===== config.mk =====
export PLATFORM = sky130hd
export DESIGN_NAME = sync_frame_xor_deframer
export DESIGN_NICKNAME = d
export VERILOG_FILES = /design/src/rtl/sfx_pkg.sv /design/src/rtl/sync_frame_xor_deframer.sv /design/src/rtl/sfx_frame.sv /design/src/rtl/sfx_out_reg.sv
export SDC_FILE = /design/constraint.sdc
export NUM_CORES = 1
export LEC_CHECK = 0
export BUFFER_PORTS_ARGS = -buffer_cell sky130_fd_sc_hd__buf_2
export CAP_MARGIN = 20
export CORE_MARGIN = 2
export CORE_UTILIZATION = 55
export DETAILED_ROUTE_END_ITERATION = 10
export PLACE_DENSITY = 0.76
export SLEW_MARGIN = 20
export SYNTH_ARGS = -nofsm -noshare
export SYNTH_HDL_FRONTEND = slang
export SYNTH_SLANG_ARGS = --single-unit

===== constraint.sdc =====
create_clock -name clk -period 5.2 [get_ports clk]
set_clock_uncertainty 0.1 [all_clocks]
set_input_delay 0.52 -clock clk [delete_from_list [all_inputs] [get_ports clk]]
set_output_delay 0.52 -clock clk [all_outputs]
set_load 0.01 [all_outputs]

===== src/rtl/sfx_pkg.sv =====
// shared types and constants for the sync frame xor deframer
package sfx_pkg;

	localparam int unsigned BYTE_W        = 8;
	localparam int unsigned PAYLOAD_BYTES = 6;
	localparam int unsigned PAYLOAD_W     = PAYLOAD_BYTES * BYTE_W;
	localparam int unsigned PAYLOAD_FIRST = 2;
	localparam logic [BYTE_W-1:0] SYNC_RESET = 8'hAA;

	typedef logic [BYTE_W-1:0] byte_t;

	// packed struct: batt_volt sits in the lowest bits
	typedef struct packed {
		logic signed [15:0] panel_amp;
		logic [15:0]        panel_volt;
		logic [15:0]        batt_volt;
	} payload_t;

	// frame tracker to output stage
	typedef struct packed {
		logic     emit;
		payload_t payload;
	} frame_res_t;

endpackage


===== src/rtl/sync_frame_xor_deframer.sv =====
// top level of the sync frame xor deframer
// Takes one received serial byte per word on the slave stream and hunts for
// sync_value while idle. A frame of FRAME_BYTES bytes begins with the sync byte;
// every byte except the last is xored together and the last byte must equal
// that xor. A good frame gives one master word holding frame bytes 2..7 as
// three little-endian 16-bit fields; a bad one is dropped silently. Bytes
// move through an input register and a result register, one word per cycle
// sustained: a byte is taken every cycle, and the only stall is a good frame's
// final byte waiting in the input register while the result register still
// holds an untaken word. A frame's last byte passes through the input register,
// then its result is held in the result register. sync_value is written through
// cfg_we / cfg_wdata, reset 0xAA, and takes effect at the next frame start.
module sync_frame_xor_deframer import sfx_pkg::*; #(
	parameter int unsigned FRAME_BYTES = 16
) (
	input  logic        clk,
	input  logic        arst_n,
	// config: sync value
	input  logic        cfg_we,
	input  logic [7:0]  cfg_wdata,
	// slave stream
	input  logic        s_tvalid,
	output logic        s_tready,
	input  logic [7:0]  s_tdata,   // [7:0] rx_byte
	// master stream
	output logic        m_tvalid,
	input  logic        m_tready,
	output logic [47:0] m_tdata    // [15:0] batt_volt, [31:16] panel_volt,
	                               // [47:32] panel_amp
);

	byte_t      sync_q;
	logic       valid_s1;
	byte_t      byte_s1;
	logic       advance_s1;
	logic       out_free;
	frame_res_t res;

	// sync value register
	always_ff @(posedge clk or negedge arst_n) begin
		if (!arst_n) begin
			sync_q <= SYNC_RESET;
		end else if (cfg_we) begin
			sync_q <= cfg_wdata;
		end
	end

	// input stage moves on unless it would emit into a full result register
	assign advance_s1 = valid_s1 && (!res.emit || out_free);
	assign s_tready   = !valid_s1 || advance_s1;

	always_ff @(posedge clk or negedge arst_n) begin
		if (!arst_n) begin
			valid_s1 <= 1'b0;
		end else if (s_tready) begin
			valid_s1 <= s_tvalid;
		end
	end

	always_ff @(posedge clk) begin
		if (s_tvalid && s_tready) begin
			byte_s1 <= s_tdata;
		end
	end

	// frame tracking on the registered byte
	sfx_frame #(
		.FRAME_BYTES (FRAME_BYTES)
	) u_frame (
		.clk        (clk),
		.arst_n     (arst_n),
		.byte_en    (advance_s1),
		.rx_byte    (byte_s1),
		.sync_value (sync_q),
		.res        (res)
	);

	// result register
	sfx_out_reg u_out (
		.clk      (clk),
		.arst_n   (arst_n),
		.load     (advance_s1 && res.emit),
		.payload  (res.payload),
		.out_free (out_free),
		.m_tvalid (m_tvalid),
		.m_tready (m_tready),
		.m_tdata  (m_tdata)
	);

endmodule


===== src/rtl/sfx_frame.sv =====
// frame tracker: byte position, running xor and payload capture
module sfx_frame import sfx_pkg::*; #(
	parameter int unsigned FRAME_BYTES = 16
) (
	input  logic       clk,
	input  logic       arst_n,
	input  logic       byte_en,
	input  byte_t      rx_byte,
	input  byte_t      sync_value,
	output frame_res_t res
);

	localparam int unsigned POS_W = $clog2(FRAME_BYTES);
	localparam logic [POS_W-1:0] POS_LAST = POS_W'(FRAME_BYTES - 1);

	logic [POS_W-1:0] pos_q;
	byte_t            xor_q;
	logic [PAYLOAD_BYTES-1:0][BYTE_W-1:0] lanes_q;

	logic idle_drop;
	logic at_last;

	assign idle_drop = (pos_q == '0) && (rx_byte != sync_value);
	assign at_last   = (pos_q == POS_LAST);

	assign res.emit    = at_last && (xor_q == rx_byte);
	assign res.payload = payload_t'(lanes_q);

	always_ff @(posedge clk or negedge arst_n) begin
		if (!arst_n) begin
			pos_q <= '0;
			xor_q <= '0;
		end else if (byte_en && !idle_drop) begin
			if (at_last) begin
				pos_q <= '0;
				xor_q <= '0;
			end else begin
				pos_q <= pos_q + POS_W'(1);
				xor_q <= xor_q ^ rx_byte;
			end
		end
	end

	// payload lanes, byte 2 of the frame in lane 0
	for (genvar i = 0; i < PAYLOAD_BYTES; i++) begin : g_lane
		always_ff @(posedge clk) begin
			if (byte_en && !idle_drop && !at_last &&
			    (pos_q == POS_W'(PAYLOAD_FIRST + i))) begin
				lanes_q[i] <= rx_byte;
			end
		end
	end

endmodule


===== src/rtl/sfx_out_reg.sv =====
// result register on the master side
module sfx_out_reg import sfx_pkg::*; (
	input  logic             clk,
	input  logic             arst_n,
	input  logic             load,
	input  payload_t         payload,
	output logic             out_free,
	output logic             m_tvalid,
	input  logic             m_tready,
	output logic [PAYLOAD_W-1:0] m_tdata
);

	logic     valid_q;
	payload_t data_q;

	assign out_free = !valid_q || m_tready;
	assign m_tvalid = valid_q;
	assign m_tdata  = PAYLOAD_W'(data_q);

	always_ff @(posedge clk or negedge arst_n) begin
		if (!arst_n) begin
			valid_q <= 1'b0;
		end else if (load) begin
			valid_q <= 1'b1;
		end else if (m_tready) begin
			valid_q <= 1'b0;
		end
	end

	always_ff @(posedge clk) begin
		if (load) begin
			data_q <= payload;
		end
	end

endmodule


Yosys cells after proc, flatten, opt, wreduce, memory -nomap -nowiden
Index checks and enable logic that the tools add are counted.
{"block": "word_totals", "reg_bits": 126, "latchBits": 0, "ramBits": 0, "mem_bits_ro": 0, "inputBits": 21, "out_inout_bits": 50, "word_cells": 53, "memories": 0}
{"block": "classes", "n_addsub": 1, "n_mul": 0, "div_mod_pow": 0, "magnitude_cmp": 0, "n_eq_ne": 9, "shifts": 0, "mux": 4, "bitwise": 1, "reduce_logical": 23}
{"operator": "4-bit by 3-bit == test with 1-bit output (second input constant)", "count": 4}
{"operator": "1-bit logical AND", "count": 13}
{"operator": "4-bit by 2-bit == test with 1-bit output (second input constant)", "count": 2}
{"operator": "8-bit == test", "count": 1}
{"operator": "8-bit 2-to-1 mux", "count": 1}
{"operator": "8-bit != test", "count": 1}
{"operator": "8-bit bitwise XOR", "count": 1}
{"operator": "1-bit zero test", "count": 5}
{"operator": "4-bit by 1-bit adder with 4-bit output (second input constant)", "count": 1}
{"operator": "4-bit == test (second input constant)", "count": 1}
{"operator": "4-bit zero test", "count": 1}
{"operator": "4-bit 2-to-1 mux", "count": 1}
{"operator": "1-bit logical OR", "count": 3}
{"operator": "1-bit 2-to-1 mux", "count": 2}
{"operator": "2-bit nonzero test", "count": 1}

Logic depth before layout (Yosys ltp)
{"block": "depth", "word_depth": 8, "depth_mapped": 7, "mapped_depth_nobuf": 6}

Modules after synthesis
A second synthesis with hierarchy kept.
{"block": "hier_totals", "hier_cells": 235, "hier_area_um2": 4466.8}
{"module": "sfx_frame", "instances": 1, "cells_each": 152, "area_per_inst_um2": 2338.5, "seq_area_each_um2": 1741.7}
{"module": "sfx_out_reg", "instances": 1, "cells_each": 51, "area_per_inst_um2": 1488.9, "seq_area_each_um2": 1466.4}
{"module": "sync_frame_xor_deframer", "instances": 1, "cells_each": 32, "area_per_inst_um2": 639.4, "seq_area_each_um2": 470.5}

Least setup slack after synthesis
No wires, ideal clock.
{"block": "synth_path", "kind": "reg2reg", "from": "register byte_s1[3]", "to": "register u_out.data_q (netlist bit u_out.m_tdata[0]), enable pin", "setup_time_ns": 0.454, "arrival_time_ns": 3.182, "required_ns": 4.646, "path_slack_ns": 1.464, "path_stages_with_launch": 5, "n_path_buf": 0, "period_less_slack_ns": 3.736, "cell_sequence": "edfxtp_1 xor2_1 nor4b_1 nand4_1 nor2_1"}
{"block": "synth_between", "elab_chain_len": 6}
{"item": "start, declared", "line": "sync_frame_xor_deframer.sv:34", "source": "byte_t byte_s1;"}
{"item": "start signal, assigned", "line": "sync_frame_xor_deframer.sv:62", "source": "byte_s1 <= s_tdata;"}
{"item": "8-bit == test *", "line": "sfx_frame.sv:26", "source": "assign res.emit = at_last && (xor_q == rx_byte);"}
{"item": "1-bit logical AND *", "line": "sfx_frame.sv:26"}
{"item": "1-bit zero test", "line": "sync_frame_xor_deframer.sv:49", "source": "assign advance_s1 = valid_s1 && (!res.emit || out_free);"}
{"item": "1-bit logical OR", "line": "sync_frame_xor_deframer.sv:49"}
{"item": "1-bit logical AND", "line": "sync_frame_xor_deframer.sv:49"}
{"item": "1-bit logical AND *", "line": "sync_frame_xor_deframer.sv:82", "source": ".load (advance_s1 && res.emit),"}
{"item": "named net u_out.load", "line": "sfx_out_reg.sv:5", "source": "input logic load,"}
{"item": "end signal, assigned", "line": "sfx_out_reg.sv:32", "source": "data_q <= payload;"}
{"item": "end, declared", "line": "sfx_out_reg.sv:14", "source": "payload_t data_q;"}
Mark *: on every way through the listed nets, which the timed path passes. The rest lies on a longest branch.
A chain may end at the register's enable or synchronous reset.

Final worst setup path
{"block": "layout_path", "from": "register byte_s1[0]", "to": "output s_tready"}
{"block": "layout_between", "elab_chain_len": 6}
{"item": "8-bit == test", "line": "sfx_frame.sv:26"}
{"item": "1-bit logical AND", "line": "sfx_frame.sv:26"}
{"item": "1-bit zero test", "line": "sync_frame_xor_deframer.sv:49"}
{"item": "1-bit logical OR", "line": "sync_frame_xor_deframer.sv:49"}
{"item": "1-bit logical AND", "line": "sync_frame_xor_deframer.sv:49"}
{"item": "1-bit logical OR", "line": "sync_frame_xor_deframer.sv:50", "source": "assign s_tready = !valid_s1 || advance_s1;"}
{"item": "end, declared", "line": "sync_frame_xor_deframer.sv:23", "source": "output logic s_tready,"}
Every way passes these cells.

==> results.json <==
{
  "utilization": 0.710,
  "grt_util_met2": 0.319,
  "synth_top_area_share": 0.704,
  "hold_viol": 0,
  "ir_worst_vdd_mv": 0.258,
  "grt_pass1_vias": 2240,
  "maxSlewHeadroom": 0.341,
  "rows": 32,
  "netlist_area_um2": 4440,
  "grt_usage": 0.199,
  "fmax_mhz": 312,
  "drive_above_1_share": 0.383,
  "rsz0062_at_grt": "no",
  "route.antenna.remaining_nets": 0,
  "gr-total-overflow": 0,
  "yosysWarnings": 0,
  "fin_setup_tns_ns": 0,
  "cts_made_buffers": 17,
  "die_w_um": 93.8,
  "fin_cells": 436,
  "area_growth_pct": 24.4,
  "post_cts_buffers": 0,
  "clkLatencyLatePin_ns": 0.50,
  "via_per_inst": 5.27,
  "ys_types": 31,
  "final_cell_mix": "edfxtp_1, buf_2, dfrtp_1",
  "cts-root-buf": "clkbuf_8",
  "cts_sinks": 126,
  "worstMarginPinSlew_ns": 0.989,
  "power.internal_uw": 2080,
  "worst_setup_path_start_kind": "flop",
  "clkPwrFrac": 0.426,
  "netlist_instances": 234,
  "power.switching_uw": 701,
  "hold_path_class": "input pin to flop",
  "cp.required_ns": 4.58,
  "drc_errors": 0,
  "drt_iter0_drc": 204,
  "routed_wl_um": 8000,
  "clkTransAtPathRegs_ns": 0.06,
  "use_met3": 0.0586,
  "leakage_uw": 0.00212,
  "end_kind": "output pin",
  "pwr-share-seq": 0.471,
  "synth-edff-count": 104,
  "synth_area_per_cell_um2": 19.0,
  "synthTopCellsByArea": "edfxtp_1, dfrtp_1, xor2_1",
  "power_frac_comb": 0.103,
  "timing.hold.ws_ns": 0.0882,
  "outcome": "finished clean",
  "place.gp.congestion": 0.822,
  "synthArstFlopShare": 0.175,
  "fin_crit_ns": 3.21,
  "dp.cells": 403,
  "fin_area_um2": 5520,
  "cts_tree": "yes",
  "switching_share": 0.252,
  "die_h_um": 93.8,
  "firstDrtPassIters": 5,
  "use_met1": 0.262,
  "start_util": 0.571,
  "grt_max_degree": 49,
  "portBuffers": 70,
  "htreeDepth": 4,
  "critPathKind": "flop to output pin",
  "die-area_um2": 8800,
  "ys_ff_latch": 126,
  "fin_crit_sh": 0.617,
  "placed_area_um2": 4910,
  "ios": 71,
  "ys_seq_area_frac": 0.829,
  "place_hpwl_um": 4620,
  "worstPathMaxFanout": 10,
  "antenna_found_initial": 0,
  "nets": 346,
  "final_common_cell": "edfxtp_1",
  "core_region_area_um2": 7770,
  "grt_pass1_wl_um": 12400,
  "routedWlPerCell_um": 18.4,
  "power.density_nw_per_um2": 504,
  "arrival_ns": 2.59,
  "max_cap_violations": 0,
  "vias": 2299,
  "clock_path_buffers": 2,
  "drv_slew": 0,
  "antenna_cells": 0,
  "ys.flop_type": "edfxtp_1",
  "synth_top_area_cell": "edfxtp_1",
  "syn_nets": 259,
  "setup_viol": 0,
  "busiest_layer": "met2"
}
through the flow:
stage	setup slack (ns)	power (uW)
2_1_floorplan	1.46	1510
3_3_place_gp	2.54	1580
3_5_place_dp	2.50	1590
4_1_cts	1.99	2790
5_1_grt	1.81	2880
6_report	1.99	2780
registers in the layout, indices dropped and copies added (netlist names):
register,cells
u_frame.xor_q,8
u_out.m_tvalid,1
sync_q,8
u_out.m_tdata,48
u_frame.res,48
byte_s1,8
u_frame.pos_q,4
valid_s1,1
critical path, stage by stage, from the launching register on:
cell and delay [ns]:
edfxtp_1 0.62, xor2_1 0.26, nor4b_1 0.49, nand4_1 0.30, nor2_1 0.22, inv_1 0.05
buf_2 0.13
cell families after synthesis:
logic type               Yosys count  synth area share
AND/OR/NAND/NOR                   43            0.0533
adder cells (fa/ha/maj)            4            0.0113
flip-flops                       126             0.829
XOR/XNOR                          16            0.0316
AO/OA/AOI/OAI                     21            0.0364
multiplexers                       9            0.0237
buffers and inverters             15            0.0144
layer usage:
layer  vias to the layer above  share of wire  routed length, um
li1                       1071              -                  -
met1                      1128           0.42               3370
met2                        93           0.51               4050
met3                         7          0.064                509
met4                         0         0.0087                 70
met5                         -              0                  0
synthesized netlist by cell type, types with 4 or more instances:
master    instances
dfstp_2           4
xor2_1           16
ha_1              4
nand3_1          10
o22ai_1           8
a22o_2            8
and2_1            4
nor2_1            5
edfxtp_1        104
mux2_2            8
nand2_1           7
dfrtp_1          18
inv_1            11
power by group through the flow:
| stage | combinational, uW | clock (uW) | sequential, uW |
|---|---|---|---|
| 2_1_floorplan | 222 | 0 | 1290 |
| 3_3_place_gp | 259 | 0 | 1320 |
| 3_5_place_dp | 269 | 0 | 1320 |
| 4_1_cts | 283 | 1200 | 1310 |
| 5_1_grt | 317 | 1240 | 1320 |
| 6_report | 285 | 1190 | 1310 |
worst paths after layout:
path	from	end	slack [ns]	depth (start not counted)
worst max-delay path	byte_s1[0]	s_tready	1.99	6
worst min-delay path	s_tdata[3]	byte_s1[3]	0.09	1
worst max register to register	byte_s1[0]	u_out.m_tdata[17]	2.37	5
worst min register to register	u_frame.res[27]	u_out.m_tdata[27]	0.32	0
max in group asynchronous	arst_n	sync_q[3]	4.21	2
min in group asynchronous	arst_n	sync_q[2]	0.43	2
layout make-up:
cell class	instances	area, um2
clock buffer	18	418
clock inverter	14	184
fill	509	2250
inverter	11	41.3
multi-input combinational	93	701
sequential	126	3680
tap	102	128
timing repair buffer	72	368
repair_timing:
item | CTS | global route
hold buffers | 1 | 0
resized for setup | 0 | 0
hold endpoints to repair | 18 | 0
Note: power is estimated with default switching activity, not from simulation.
